--- src/hw/rtl/kcl_pkg.sv ---
// ----------------------------------------------------------------------------
// kcl_pkg
// Shared types and constants of the keypad code lock: key codes, event
// codes, menu modes, register map and configuration defaults.
// ----------------------------------------------------------------------------
package kcl_pkg;

	// key codes
	localparam logic [3:0] KEY_DIGIT_LAST = 4'd9;
	localparam logic [3:0] KEY_CLEAR      = 4'd10;
	localparam logic [3:0] KEY_BACK       = 4'd11;
	localparam logic [3:0] KEY_ENTER      = 4'd12;
	localparam logic [3:0] KEY_CANCEL     = 4'd13;

	// result event codes
	typedef enum logic [2:0] {
		EVT_NONE   = 3'd0,
		EVT_EDIT   = 3'd1,
		EVT_OK     = 3'd2,
		EVT_FAIL   = 3'd3,
		EVT_CANCEL = 3'd4
	} evt_t;

	// menu modes
	typedef enum logic [1:0] {
		MODE_MAIN  = 2'd0,
		MODE_ENTRY = 2'd1,
		MODE_TIP   = 2'd2
	} mode_t;

	// register map, index = paddr[3:2]
	localparam int unsigned ADDR_W = 4;
	localparam int unsigned DATA_W = 32;
	localparam logic [1:0] REG_CODE_DIGITS = 2'd0;
	localparam logic [1:0] REG_CODE_LENGTH = 2'd1;
	localparam logic [1:0] REG_DEBOUNCE    = 2'd2;

	// stored code has six 4-bit digits
	localparam int unsigned CODE_DIGITS_N = 6;
	localparam logic [2:0]  CODE_LEN_MAX  = 3'd6;

	typedef struct packed {
		logic [23:0] code_digits;
		logic [2:0]  code_length;
		logic [15:0] debounce_ms;
	} cfg_t;

	localparam logic [23:0] CODE_DIGITS_RST = 24'h123456;
	localparam logic [2:0]  CODE_LENGTH_RST = 3'd6;
	localparam logic [15:0] DEBOUNCE_RST    = 16'd300;

endpackage

--- src/hw/rtl/kcl_regs.sv ---
// ----------------------------------------------------------------------------
// kcl_regs
// APB-style configuration registers: stored code, code length and debounce
// interval, with read-back.
// ----------------------------------------------------------------------------
module kcl_regs (
	input  logic                          clk,
	input  logic                          arst_n,
	input  logic                          psel,
	input  logic                          penable,
	input  logic                          pwrite,
	input  logic [kcl_pkg::ADDR_W-1:0]    paddr,
	input  logic [kcl_pkg::DATA_W-1:0]    pwdata,
	output logic [kcl_pkg::DATA_W-1:0]    prdata,
	output logic                          pready,
	output kcl_pkg::cfg_t                 cfg
);
	import kcl_pkg::*;

	logic       wr_en;
	logic [1:0] reg_idx;
	cfg_t       cfg_q;

	assign pready  = 1'b1;
	assign wr_en   = psel && penable && pwrite;
	assign reg_idx = paddr[3:2];
	assign cfg     = cfg_q;

	// register writes
	always_ff @(posedge clk or negedge arst_n) begin
		if (!arst_n) begin
			cfg_q.code_digits <= CODE_DIGITS_RST;
			cfg_q.code_length <= CODE_LENGTH_RST;
			cfg_q.debounce_ms <= DEBOUNCE_RST;
		end else if (wr_en) begin
			unique case (reg_idx)
				REG_CODE_DIGITS: cfg_q.code_digits <= pwdata[23:0];
				REG_CODE_LENGTH: cfg_q.code_length <= pwdata[2:0];
				REG_DEBOUNCE:    cfg_q.debounce_ms <= pwdata[15:0];
				default: ;
			endcase
		end
	end

	// read mux
	always_comb begin
		unique case (reg_idx)
			REG_CODE_DIGITS: prdata = DATA_W'(cfg_q.code_digits);
			REG_CODE_LENGTH: prdata = DATA_W'(cfg_q.code_length);
			REG_DEBOUNCE:    prdata = DATA_W'(cfg_q.debounce_ms);
			default:         prdata = '0;
		endcase
	end

endmodule

--- src/hw/rtl/kcl_core.sv ---
// ----------------------------------------------------------------------------
// kcl_core
// Lock state and combinational key handling: debounce check, entry editing,
// parallel code compare and mode update.
// ----------------------------------------------------------------------------
module kcl_core #(
	parameter int unsigned MAX_ENTRY      = 16,
	parameter int unsigned COMPARE_DIGITS = 6,
	parameter int unsigned CNT_W          = 5
) (
	input  logic                 clk,
	input  logic                 arst_n,
	input  kcl_pkg::cfg_t        cfg,
	input  logic                 step,
	input  logic [3:0]           key_code,
	input  logic [31:0]          time_ms,
	output logic                 key_taken,
	output kcl_pkg::evt_t        evt,
	output kcl_pkg::mode_t       mode,
	output logic [CNT_W-1:0]     count
);
	import kcl_pkg::*;

	localparam int unsigned CMP_N = (COMPARE_DIGITS < CODE_DIGITS_N) ?
		COMPARE_DIGITS : CODE_DIGITS_N;

	// lock state
	logic [31:0]      last_q;
	logic [3:0]       dig_q [COMPARE_DIGITS];
	logic [CNT_W-1:0] count_q;
	mode_t            mode_q;

	logic [31:0]      last_n;
	logic [3:0]       dig_n [COMPARE_DIGITS];
	logic [CNT_W-1:0] count_n;
	logic [CNT_W-1:0] count_dec;
	mode_t            mode_n;
	evt_t             evt_n;
	logic             taken;
	logic [31:0]      elapsed;
	logic [7:0]       cnt8;
	logic [7:0]       dec8;
	logic [7:0]       n8;
	logic [7:0]       m8;
	logic [2:0]       len_cl;
	logic             match;

	// debounce check on wrapping timestamp
	assign elapsed   = time_ms - last_q;
	assign taken     = elapsed >= 32'(cfg.debounce_ms);
	assign cnt8      = 8'(count_q);
	assign count_dec = count_q - CNT_W'(1);
	assign dec8      = 8'(count_dec);

	// strncmp-style compare over the first digits
	always_comb begin
		len_cl = (cfg.code_length > CODE_LEN_MAX) ? CODE_LEN_MAX : cfg.code_length;
		m8     = (8'(len_cl) > 8'(COMPARE_DIGITS)) ? 8'(COMPARE_DIGITS) : 8'(len_cl);
		n8     = (cnt8 > 8'(COMPARE_DIGITS)) ? 8'(COMPARE_DIGITS) : cnt8;
		match  = (n8 == m8);
		for (int i = 0; i < CMP_N; i++) begin
			if ((8'(i) < m8) &&
			    (dig_q[i] != cfg.code_digits[(CODE_DIGITS_N-1-i)*4 +: 4]))
				match = 1'b0;
		end
	end

	// next state and result
	always_comb begin
		last_n  = last_q;
		dig_n   = dig_q;
		count_n = count_q;
		mode_n  = mode_q;
		evt_n   = EVT_NONE;
		if (taken) begin
			last_n = time_ms;
			case (key_code) inside
				[4'd0:KEY_DIGIT_LAST]: begin
					if (count_q < CNT_W'(MAX_ENTRY)) begin
						for (int i = 0; i < COMPARE_DIGITS; i++) begin
							if (cnt8 == 8'(i))
								dig_n[i] = key_code;
						end
						count_n = count_q + CNT_W'(1);
					end
					mode_n = MODE_ENTRY;
					evt_n  = EVT_EDIT;
				end
				KEY_CLEAR: begin
					for (int i = 0; i < COMPARE_DIGITS; i++)
						dig_n[i] = 4'd0;
					count_n = '0;
					mode_n  = MODE_ENTRY;
					evt_n   = EVT_EDIT;
				end
				KEY_BACK: begin
					if (count_q != '0) begin
						for (int i = 0; i < COMPARE_DIGITS; i++) begin
							if (dec8 == 8'(i))
								dig_n[i] = 4'd0;
						end
						count_n = count_dec;
					end
					mode_n = MODE_ENTRY;
					evt_n  = EVT_EDIT;
				end
				KEY_ENTER: begin
					for (int i = 0; i < COMPARE_DIGITS; i++)
						dig_n[i] = 4'd0;
					count_n = '0;
					mode_n  = MODE_TIP;
					evt_n   = match ? EVT_OK : EVT_FAIL;
				end
				KEY_CANCEL: begin
					for (int i = 0; i < COMPARE_DIGITS; i++)
						dig_n[i] = 4'd0;
					count_n = '0;
					mode_n  = MODE_MAIN;
					evt_n   = EVT_CANCEL;
				end
				default: ;
			endcase
		end
	end

	assign key_taken = taken;
	assign evt       = evt_n;
	assign mode      = mode_n;
	assign count     = count_n;

	// state registers
	always_ff @(posedge clk or negedge arst_n) begin
		if (!arst_n) begin
			last_q  <= '0;
			count_q <= '0;
			mode_q  <= MODE_MAIN;
			for (int i = 0; i < COMPARE_DIGITS; i++)
				dig_q[i] <= 4'd0;
		end else if (step) begin
			last_q  <= last_n;
			count_q <= count_n;
			mode_q  <= mode_n;
			dig_q   <= dig_n;
		end
	end

endmodule

--- src/hw/rtl/keypad_code_lock.sv ---
// Pipeline: a key word accepted into the input register has its result word loaded
// into the result register when that register is free or being drained.
// Throughput: one key word per cycle unless the receiver stalls; the lock state is
// updated in the cycle that loads the result register, so the next word sees it.
// Reset: asynchronous; entry empty, main mode, last press time zero, config
// registers at code 123456, length 6, debounce 300 ms.
// ----------------------------------------------------------------------------
// keypad_code_lock
// Keypad code lock with debounce, digit entry, code check and APB-style
// configuration port.
// ----------------------------------------------------------------------------
module keypad_code_lock #(
	parameter int unsigned MAX_ENTRY      = 16,
	parameter int unsigned COMPARE_DIGITS = 6
) (
	input  logic                               clk,
	input  logic                               arst_n,
	// key words
	input  logic                               req_valid,
	output logic                               req_ready,
	input  logic [3:0]                         key_code,
	input  logic [31:0]                        time_ms,
	// result words
	output logic                               rsp_valid,
	input  logic                               rsp_ready,
	output logic                               key_taken,
	output logic [2:0]                         event_code,
	output logic [1:0]                         menu_mode,
	output logic [$clog2(MAX_ENTRY+1)-1:0]     entered_count,
	// configuration
	input  logic                               psel,
	input  logic                               penable,
	input  logic                               pwrite,
	input  logic [kcl_pkg::ADDR_W-1:0]         paddr,
	input  logic [kcl_pkg::DATA_W-1:0]         pwdata,
	output logic [kcl_pkg::DATA_W-1:0]         prdata,
	output logic                               pready
);
	import kcl_pkg::*;

	localparam int unsigned CNT_W = $clog2(MAX_ENTRY + 1);

	cfg_t             cfg;
	logic             advance;
	logic             valid_s1;
	logic [3:0]       key_s1;
	logic [31:0]      time_s1;
	logic             rsp_valid_q;
	logic             taken_c;
	evt_t             evt_c;
	mode_t            mode_c;
	logic [CNT_W-1:0] count_c;
	logic             taken_q;
	logic [2:0]       evt_q;
	logic [1:0]       mode_q;
	logic [CNT_W-1:0] count_q;

	// configuration registers
	kcl_regs u_regs (
		.clk     (clk),
		.arst_n  (arst_n),
		.psel    (psel),
		.penable (penable),
		.pwrite  (pwrite),
		.paddr   (paddr),
		.pwdata  (pwdata),
		.prdata  (prdata),
		.pready  (pready),
		.cfg     (cfg)
	);

	// pipeline moves when the result register is free or being drained
	assign advance   = !rsp_valid_q || rsp_ready;
	assign req_ready = !valid_s1 || advance;

	// input register
	always_ff @(posedge clk or negedge arst_n) begin
		if (!arst_n)
			valid_s1 <= 1'b0;
		else if (req_ready)
			valid_s1 <= req_valid;
	end

	always_ff @(posedge clk) begin
		if (req_valid && req_ready) begin
			key_s1  <= key_code;
			time_s1 <= time_ms;
		end
	end

	// key handling and lock state
	kcl_core #(
		.MAX_ENTRY      (MAX_ENTRY),
		.COMPARE_DIGITS (COMPARE_DIGITS),
		.CNT_W          (CNT_W)
	) u_core (
		.clk       (clk),
		.arst_n    (arst_n),
		.cfg       (cfg),
		.step      (valid_s1 && advance),
		.key_code  (key_s1),
		.time_ms   (time_s1),
		.key_taken (taken_c),
		.evt       (evt_c),
		.mode      (mode_c),
		.count     (count_c)
	);

	// result register
	always_ff @(posedge clk or negedge arst_n) begin
		if (!arst_n)
			rsp_valid_q <= 1'b0;
		else if (advance)
			rsp_valid_q <= valid_s1;
	end

	always_ff @(posedge clk) begin
		if (advance && valid_s1) begin
			taken_q <= taken_c;
			evt_q   <= evt_c;
			mode_q  <= mode_c;
			count_q <= count_c;
		end
	end

	assign rsp_valid     = rsp_valid_q;
	assign key_taken     = taken_q;
	assign event_code    = evt_q;
	assign menu_mode     = mode_q;
	assign entered_count = count_q;

endmodule

--- config.mk ---
export PLATFORM = sky130hd
export DESIGN_NAME = keypad_code_lock
export DESIGN_NICKNAME = d
export VERILOG_FILES = /design/src/hw/rtl/kcl_pkg.sv /design/src/hw/rtl/kcl_regs.sv /design/src/hw/rtl/kcl_core.sv /design/src/hw/rtl/keypad_code_lock.sv
export SDC_FILE = /design/constraint.sdc
export NUM_CORES = 1
export LEC_CHECK = 0
export BUFFER_PORTS_ARGS = -buffer_cell sky130_fd_sc_hd__buf_2
export CORE_MARGIN = 2
export CORE_UTILIZATION = 48
export DETAILED_ROUTE_END_ITERATION = 10
export GPL_TIMING_DRIVEN = 0
export PLACE_DENSITY = 0.77
export SYNTH_ARGS = -nofsm -noshare
export SYNTH_HDL_FRONTEND = slang
export SYNTH_SLANG_ARGS = --single-unit
--- constraint.sdc ---
create_clock -name clk -period 9.7 [get_ports clk]
set_input_delay 0 -clock clk [delete_from_list [all_inputs] [get_ports clk]]
set_output_delay 0 -clock clk [all_outputs]
set_load 0.01 [all_outputs]
* After elaboration in Yosys (flattened, before gate mapping)
Index checks and enable logic that the tools add are counted.
** Operators by class
- $add $sub $neg :: 3
- Multipliers :: 0
- Divide/modulo/power cells :: 0
- Magnitude comparators :: 13
- Eq/ne operators :: 37
- Shifts and indexed selects :: 0
- Mux-type cells :: 49
- Bitwise gates (word level) :: 1
- Reduce and logical (&&, ||, !) cells :: 31
** Operators with widths (count)
- 2-to-1 mux 24 bit :: 7
- one-hot mux 24 bit (3 select lines) :: 1
- 2-to-1 mux 4 bit :: 12
- 2-to-1 mux 5 bit :: 9
- AND reduction 7 bit :: 6
- greater-or-equal comparator 32 x 16 -> 1 bit :: 1
- subtractor 32 bit :: 1
- != test 4 x 2 -> 1 bit, second input constant :: 7
- != test 4 bit :: 6
- equality test 5 x 2 -> 1 bit, second input constant :: 4
- equality test 5 x 3 -> 1 bit, second input constant :: 4
- equality test 4 bit, second input constant :: 4
- zero test 8 bit :: 2
- less-than comparator 1 x 8 -> 1 bit, first input constant :: 2
- less-than comparator 2 x 8 -> 1 bit, first input constant :: 2
- less-than comparator 3 x 8 -> 1 bit, first input constant :: 2
- != test 2 bit, second input constant :: 7
- 2-to-1 mux 2 bit :: 6
- 2-to-1 mux 3 bit :: 4
- logical AND 1 bit :: 11
- equality test 5 x 1 -> 1 bit, second input constant :: 2
- 2-to-1 mux 1 bit :: 10
- nonzero test 5 bit :: 2
- equality test 8 bit :: 1
- other kinds (15) :: 21
** Word-level totals
- Bits in registers :: 155
- Bits in latches :: 0
- Memory bits (writable) :: 0
- Memory bits (read-only) :: 0
- Input port bits :: 79
- Output and inout bits :: 46
- Word-level logic and storage cells :: 155
- Memories :: 0

* Depth between registers and ports, before layout
Gate-level depths: netlist of the first run.
- Depth in word-level cells :: 17
- Mapped depth :: 22
- Gate-level depth less buffers :: 20

* Modules after synthesis
A second synthesis of the first run with hierarchy kept.
** Unflattened totals
- Cells, all modules :: 914
- Area total of the unflattened synthesis :: 9582.9 sq um
** By module, submodules not included
- kcl_core :: instances 1, cells an instance 706, area an instance 6013.3 sq um, sequential area each 1576.5 sq um
- kcl_regs :: instances 1, cells an instance 153, area an instance 2054.5 sq um, sequential area each 1094.8 sq um
- keypad_code_lock :: instances 1, cells an instance 55, area an instance 1515.2 sq um, sequential area each 1461.4 sq um

* Worst setup path before layout of the first run
No wires, ideal clock.
- Kind :: register to register
- From :: reg time_s1[0]
- To :: reg count_q[1], in the netlist entered_count[1] (data pin)
- Arrival time :: 3998 ps
- Slack :: 5441 ps
- Cell stages (with the launch flop) :: 21
- Clock period less this slack :: 4259 ps
- Path through :: edfxtp_1 > inv_1 > ha_1 > fa_1 > nand2b_1 > a21oi_2 > o2111ai_1 > and3b_1 > xnor2_1 > ha_1 > a21oi_1 > nand2_1 > a22oi_1 > o211ai_1 > nor4b_1 > nand4_1 > nor4b_2 > nand4_2 > nand2b_4 > buf_6 > mux2_4
** Between the ends
- Word-level cells in the longest chain between the ends :: 3
** Ends and longest elaborated chain
- from (decl) :: line keypad_code_lock.sv:47 : logic [31:0] time_s1;
- from (signal assigned) :: line keypad_code_lock.sv:87 : time_s1 <= time_ms;
- subtractor 32 bit :: line kcl_core.sv:49 : assign elapsed = time_ms - last_q;
- greater-or-equal comparator 32 x 16 -> 1 bit :: line kcl_core.sv:50 : assign taken = elapsed >= 32'(cfg.debounce_ms);
- 2-to-1 mux 5 bit :: line kcl_core.sv:75 : if (taken) begin
- via count_c[1] :: line keypad_code_lock.sv:52 : logic [CNT_W-1:0] count_c;
- to (signal assigned) :: line keypad_code_lock.sv:122 : count_q <= count_c;
- to (decl) :: line keypad_code_lock.sv:56 : logic [CNT_W-1:0] count_q;
The timed path passes the listed nets, and every way through them passes these cells.
A chain may end at the register's enable or synchronous reset.

* Worst setup path in the final report of the first run
- From :: reg time_s1[5]
- To :: reg evt_q[0], in the netlist event_code[0] (data pin)
** Between the ends
- Word-level cells in the longest chain between the ends :: 2
** Ends and longest elaborated chain
- subtractor 32 bit :: line kcl_core.sv:49
- greater-or-equal comparator 32 x 16 -> 1 bit :: line kcl_core.sv:50
- to (signal assigned) :: line keypad_code_lock.sv:120 : evt_q <= evt_c;
- to (decl) :: line keypad_code_lock.sv:54 : logic [2:0] evt_q;
No other way between the ends.

==> metrics.txt, run 1 <==
status=complete, no violations; global-route wire length before repair=between 40000 and 50000 um; Lkg Pwr=around 5.3 nW; commonest non-fill, non-tap cell in the layout=nand2_1; initial DRC count=595; TritonCTS clock tree=yes; Pre-antenna DRT Iters=7; Syn-to-layout area delta=21.7%; Int Pwr=0.00170 W; HPWL after DPL=19000 um; Crit Path Max Fanout=10; Seq cells post-synth=approximately 160; Area contributors post-synth=dfrtp_1 23%, edfxtp_1 14%, ha_1 6.7%; CP startpoint=time_s1[5]$_DFFE_PP_; final antenna-violating net count=0; yosys warns=0; Total Wirelength=roughly 26000 um; Slowest Stage Delay on Critical Path=slightly below 0.6 ns; Fillers=1789; placed instance count=1466; Psw=0.00101 W; mean routed wirelength per cell=between 15 and 20 um; Worst-Margin Slew=~1.1 ns; RSZ-0062 raised after global routing=false; clock-pin slew on the worst setup and hold paths=about 0.070 ns; largest net degree at the start of global routing=58; clock network fraction of total power=0.252; ant diodes=0; Synth top area share=0.232; GPL Wtd Cong=0.924; Final Core Density=0.598; starting density of the core=0.492; fin. max-slew vios=0; Gate power share=0.402; H-tree depth=4; fmax=~200 MHz; Setup violations, final=0; PostCTS Resize Cnt=0; Fin Setup TNS=0 ns; Clock Path Buffers=2; initial antenna violation count=0; synth unique cells=80; grt ovf=0; peak supply drop=about 0.12 mV; kind of critical path=flip-flop to flip-flop; Die X=around 150 um; EDFF count, synth=47; fin crit share=0.526; Post-Place Cell Area=roughly 0.011 mm^2; CP endpoint kind=flip-flop; I/O Pins=125; final hold viol count=0; syn avg cell area=between 9 and 10 um^2; Max-slew headroom=0.276; Clock Latency Late Sink=roughly 0.43 ns; critical path startpoint category=flip-flop; WP data arrival=5.29 ns; Die Span Y=148 um; worst-path cell with the longest stage delay=o311ai_1; clock root cell=clkbuf_16; IO Port Bufs=between 100 and 150; sw frac=0.373; async set or reset register ratio after synthesis=0.697; number of CTS-inserted buffers=17; GRT Overall Usage=0.241; most frequent cells in the layout=134 x nand2_1, 113 x buf_2, 93 x dfrtp_1, 83 x o21ai_0, 66 x nor2_1; PwrDens=between 200 and 250 mW/mm^2; fin area=0.0122 mm^2; fin cells=between 1500 and 2000; Top FF cell, synth=dfrtp_1; minimum clock period=~5.1 ns; clk_skew=roughly 0.010 ns; RR Startpoint=time_s1[5]$_DFFE_PP_; sequential power share=0.346; Mapped Cells=1083; Hold WC Path Type=primary input to flip-flop; Hold Path Origin=penable; final net count=~1400; synthesized cell area=approximately 0.01 mm^2; WP data required=9.89 ns; register area share after synthesis=0.413; vias=slightly below 9000; Rows=between 50 and 60; drc violations=0; layout cells sized above 1=0.183; post-synth top area cell=dfrtp_1; max_cap viols=0; worst path cell trace=ha_1 > and4_1 > o21a_1 > o311ai_1 > nand2_1 > a31oi_1 > xnor2_1 > ha_1 > a22oi_1 > o211ai_1 > nor4b_1 > nand4_1 > nor4b_2 > nand4_2 > nor2_1 > buf_2 > buf_4 > nor2_1; Core Footprint=0.0204 mm^2; vias in the first global route=about 8500; die area=between 0.02 and 0.025 mm^2; vias per cell=~5.6; clk sink count=between 150 and 200
[power groups by stage]
stage	clock (W)	combinational (W)	sequential (W)
after floorplan	0	0.000801	0.000918
after global placement	0	0.00102	0.000942
after detailed placement	0	0.00105	0.000948
after CTS	0.000690	0.00108	0.000937
after global routing	0.000720	0.00122	0.000954
final	0.000684	0.00109	0.000939
[final timing paths]
check / slack, ns / to / cells past startpoint
setup reg to reg: 4.60 / event_code[0]$_SDFFCE_PP0P_ / 18
max in group asynchronous: 8.77 / u_regs.cfg[39]$_DFFE_PN1P_ / 3
min in group asynchronous: 0.17 / u_regs.cfg[1]$_DFFE_PN0P_ / 2
setup / recovery: 4.60 / event_code[0]$_SDFFCE_PP0P_ / 18
hold reg to reg: 0.51 / rsp_valid$_DFFE_PN0P_ / 1
hold / removal: 0.03 / u_regs.cfg[18]$_DFFE_PN1P_ / 5
[state kept, by name, summed over array words and instances (netlist names)]
signal	flops
key_s1	4
key_taken	1
rsp_valid	1
valid_s1	1
u_regs.cfg	43
time_s1	32
entered_count	5
event_code	3
u_core.count_q	5
u_core.dig_q	24
u_core.last_q	32
u_core.mode_q	2
menu_mode	2
[through the flow]
stage	setup WS (ns)	hold slack (ns)	total power (W)
floorplan	5.44	-0.296	0.00172
CTS	4.67	0.0190	0.00271
global route	4.31	0.0862	0.00289
detailed placement	4.71	0.0819	0.00200
global placement	4.73	0.176	0.00197
finish	4.60	0.0321	0.00271
[kinds of logic after synthesis]
group | count (synthesis) | synth area share
AND/OR/NAND/NOR | 328 | 0.156
AO/OA/AOI/OAI | 311 | 0.201
flip-flops | 155 | 0.413
buffers and inverters | 129 | 0.0570
multiplexers | 57 | 0.0627
adder cells (fa/ha/maj) | 55 | 0.0695
XOR/XNOR | 46 | 0.0402
other | 2 | 0.000750
[what timing repair did]
action	CTS	global route
hold buffers	65	0
buffers inserted	0	0
hold endpoints to repair	123	0
[worst max-delay path, delay by kind of cell, from the launching register on]
kind / cells / cell delay, ns
AOI/OAI and AO/OA: 5 / 1.29
xor gates and xnor gates: 1 / 0.14
adders and majority gates: 2 / 0.70
buffers and inverters: 2 / 0.55
DFF: 1 / 0.40
and+or+nand+nor: 8 / 1.77
[cell type report]
class                   count  area, um^2  area share
repair buffers            171        1210      0.0990
inverters                  63         236      0.0194
well taps                 270         338      0.0277
plain buffers              66         334      0.0274
flip-flops and latches    155        4130       0.339
clock buffers              23         489      0.0402
clock inverters             9         110     0.00904
multi-input cells         806        5340       0.438
[metal layers]
| metal | up-vias | routed length [um] | global-route usage | part of all wire |
|---|---|---|---|---|
| met3 | 43 | 1140 | 0.0371 | 0.044 |
| met4 | 0 | 514 | 0.0681 | 0.020 |
| met2 | 260 | 12900 | 0.419 | 0.49 |
| met1 | 4208 | 11600 | 0.314 | 0.44 |
| met5 | - | 0 | 0 | 0 |
| li1 | 4270 | - | - | - |
[synthesized netlist by cell type, types with 3 or more instances]
master and n:
nand2_1 134, buf_4 12, o21ai_0 83, o22ai_1 38, mux2i_1 20, nor4_1 6, a21oi_1 63, o21bai_1 3
nand3_1 18, o21a_1 21, clkbuf_1 41, nor3_1 24, nand2b_1 11, buf_2 9, a21oi_2 3, xor2_1 6
buf_6 4, o211ai_1 4, inv_1 61, nor4b_1 3, and2_1 14, mux2_4 3, dfstp_2 15, xnor2_1 40
o21ai_1 7, a31oi_1 5, mux2_2 34, o2111a_1 3, nor3b_1 3, nor2_1 66, dfrtp_1 93, and4_1 4
or3_1 5, ha_1 54, nand4_1 14, edfxtp_1 47, nand3b_1 3, o2111ai_1 3, o31ai_1 14, a211oi_1 6
or2_2 6, a21o_1 23, nor2b_1 7
Note: power is estimated with default switching activity, not from simulation.
==> run 2: changes to the inputs <==
--- a/config.mk
+++ b/config.mk
@@ -10,7 +10,7 @@
 export CORE_UTILIZATION = 48
 export DETAILED_ROUTE_END_ITERATION = 10
 export GPL_TIMING_DRIVEN = 0
-export PLACE_DENSITY = 0.77
+export PLACE_DENSITY = 0.8
 export SYNTH_ARGS = -nofsm -noshare
 export SYNTH_HDL_FRONTEND = slang
 export SYNTH_SLANG_ARGS = --single-unit
==> constraint.sdc (replaced) <==
create_clock -name clk -period 4.6 [get_ports clk]
set_input_delay 0 -clock clk [delete_from_list [all_inputs] [get_ports clk]]
set_output_delay 0 -clock clk [all_outputs]
set_load 0.01 [all_outputs]
==> run 2 against run 1 <==
  * Register-to-register slack lost 4.5 ns
  * Critical path type unchanged
  * Largest power group unchanged
  * Via count up 1.7%
  * Hold slack gained 0.0078 ns
==> metrics.txt, run 2 (synthesis results as in run 1) <==
CP endpoint kind=flip-flop; HPWL after DPL=19200 um (+1.4%); WP data required=4.95 ns (-4.94 ns); initial antenna violation count=0 (unchanged); commonest non-fill, non-tap cell in the layout=nand2_1; die area=0.0220 mm^2 (unchanged); vias per cell=5.66 (+0.70%); Syn-to-layout area delta=25.0%; Worst Hold End=u_regs.cfg[18]$_DFFE_PN1P_; Hold Path Origin=penable; Int Pwr=0.00357 W (+110%); Worst-Margin Slew=1.12 ns (+0.0293 ns); area of the multi-input gates=0.00548 mm^2 (+2.6%); final antenna-violating net count=0 (unchanged); fin crit share=0.982 (+0.456); drc violations=0 (unchanged); RSZ-0062 raised after global routing=true; fin. max-slew vios=0 (unchanged); vias in the first global route=8733 (+2.8%); GRT Overall Usage=0.247 (+0.00568); Fillers=1683 (-5.9%); TritonCTS clock tree=yes; WP data arrival=4.86 ns (-0.43 ns); sequential power share=0.339 (-0.007); Lkg Pwr=5.38 nW (+1.9%); sw frac=0.389 (+0.0160); Core Footprint=0.0204 mm^2 (unchanged); Worst Hold Path Cells=5 (unchanged); FF+latch area=0.00413 mm^2 (unchanged); grt ovf=0 (unchanged); worst-path cell with the longest stage delay=edfxtp_1; Pre-antenna DRT Iters=5 (-2); status=complete, no violations; critical path startpoint category=flip-flop; FF-to-FF setup slack=0.08 ns (-4.51 ns); Psw=0.00227 W (+120%); Die X=148 um (unchanged); layout cells sized above 1=0.213 (+0.0300); largest net degree at the start of global routing=56 (-3.4%); global-route wire length before repair=43300 um (+2.0%); I/O Pins=125 (unchanged); H-tree depth=4 (unchanged); Buf/Inv on CP=2 (unchanged); IO Port Bufs=105 (unchanged); initial DRC count=648 (+8.9%); max_cap viols=0 (unchanged); Post-Place Worst Slack=-0.453 ns (-5.16 ns); met1 WL=11600 um (-0.38%); vias=8927 (+1.7%); worst setup margin=0.0841 ns (-4.51 ns); Setup violations, final=0 (unchanged); GPL Wtd Cong=0.903 (-2.3%); starting density of the core=0.492 (unchanged); minimum clock period=4.52 ns (-0.588 ns); worst path cell trace=inv_1 > ha_2 > fa_2 > nand2b_4 > a21oi_4 > o211ai_2 > a21oi_1 > nor2b_1 > xnor2_1 > ha_1 > a21o_1 > a21oi_2 > nand2_1 > o31ai_4 > o2111a_1 > nand3_1 > nor4_2 > and4_4 > a31oi_4 > buf_6 > o22ai_1; met2 WL=13600 um (+5.5%); most frequent cells in the layout=133 x nand2_1, 109 x buf_2, 93 x dfrtp_1, 83 x o21ai_0; Largest register FFs=43 (unchanged); Worst Reg2Reg Path Length in Cells=21 (+3); clock root cell=clkbuf_16; RR Startpoint=time_s1[0]$_DFFE_PP_; ant diodes=0 (unchanged); met3 wire length=1300 um (+14%); Die Span Y=148 um (unchanged); PwrDens=467 mW/mm^2 (+110%); number of CTS-inserted buffers=17 (unchanged); final net count=1429 (+1.1%); Clock Latency Late Sink=0.44 ns (about the same); mean routed wirelength per cell=17.2 um (+2.7%); clock-pin slew on the worst setup and hold paths=0.07 ns (about the same); Final Core Density=0.615 (+0.0163); Max-slew headroom=0.256 (-0.0196); uppermost layer routed=met4; minimum hold slack=0.0399 ns (+0.00776 ns); total chip power=0.00584 W (+120%); kind of critical path=flip-flop to flip-flop; clk_skew=0.0126 ns (+0.00247 ns); Clock Path Buffers=2 (unchanged); Slowest Stage Delay on Critical Path=0.36 ns (-0.23 ns); Fin Setup TNS=0 ns (unchanged); peak supply drop=0.262 mV (+110%); clk sink count=155 (unchanged); final hold viol count=0 (unchanged); fmax=221 MHz (+13%); largest delay contributor family on the critical path=compound AO/OA/AOI/OAI gates; R2R Path End=u_core.last_q[14]$_DFFE_PN0P_; clock network fraction of total power=0.245 (-0.007); Crit Path Max Fanout=8 (-2); Rows=52 (unchanged); Gate power share=0.416 (+0.014); Hold WC Path Type=primary input to flip-flop; Total Wirelength=27100 um (+3.7%)
## run 2: tightest hold or removal path, delay by kind of cell
kind                   cells  cell delay, ns
AND/OR/NAND/NOR            3            0.29
AO/OA/AOI/OAI              1            0.08
buffers and inverters      1            0.09
## run 2: metrics by stage
step | std cells | area, um^2
6_report | 1578 | 12500
5_1_grt | 1578 | 12500
4_1_cts | 1566 | 12300
3_5_place_dp | 1466 | 10900
3_3_place_gp | 1465 | 10900
2_1_floorplan | 1090 | 10000
## run 2: power groups by stage
stage	combinational, W	clock (W)	sequential [W]
3_3_place_gp	0.00217	0	0.00199
6_report	0.00243	0.00143	0.00198
4_1_cts	0.00234	0.00145	0.00198
5_1_grt	0.00269	0.00150	0.00202
2_1_floorplan	0.00169	0	0.00194
3_5_place_dp	0.00223	0	0.00200
## run 2: cell type report
| class | count | share of cell area |
|---|---|---|
| multi-input cells | 807 | 0.437 |
| inverters | 63 | 0.0189 |
| clock inverters | 12 | 0.00890 |
| clock buffers | 20 | 0.0391 |
| plain buffers | 63 | 0.0287 |
| repair buffers | 188 | 0.110 |
| well taps | 270 | 0.0270 |
| flip-flops and latches | 155 | 0.330 |
## run 2: worst max-delay path by stage
stage / from / to / depth (start not counted) / slack, ns
final: time_s1[0]$_DFFE_PP_ / u_core.last_q[14]$_DFFE_PN0P_ / 21 / 0.08
after global placement: time_s1[5]$_DFFE_PP_ / event_code[0]$_SDFFCE_PP0P_ / 18 / -0.41
after CTS: time_s1[0]$_DFFE_PP_ / menu_mode[0]$_DFFE_PP_ / 20 / 0.009
after global routing: time_s1[0]$_DFFE_PP_ / u_core.last_q[10]$_DFFE_PN0P_ / 21 / -0.12
after floorplan: time_s1[0]$_DFFE_PP_ / entered_count[1]$_DFFE_PP_ / 20 / 0.34
after detailed placement: time_s1[4]$_DFFE_PP_ / event_code[0]$_SDFFCE_PP0P_ / 19 / -0.45
## run 2: what timing repair did
| item | in CTS | in global routing |
|---|---|---|
| hold buffers | 65 | 0 |
| setup endpoints to repair | 73 | 72 |
| cloned | 2 | 3 |
| endpoints found under the hold margin | 124 | 0 |
| setup buffers | 1 | 12 |
| gates resized for setup | 20 | 34 |
| pin swaps | 11 | 18 |
## run 2: routing by layer
layer	GRT usage	vias to the layer above
met5	0	-
met4	0.0876	0
met3	0.0426	47
met2	0.430	274
met1	0.310	4303
li1	-	4303
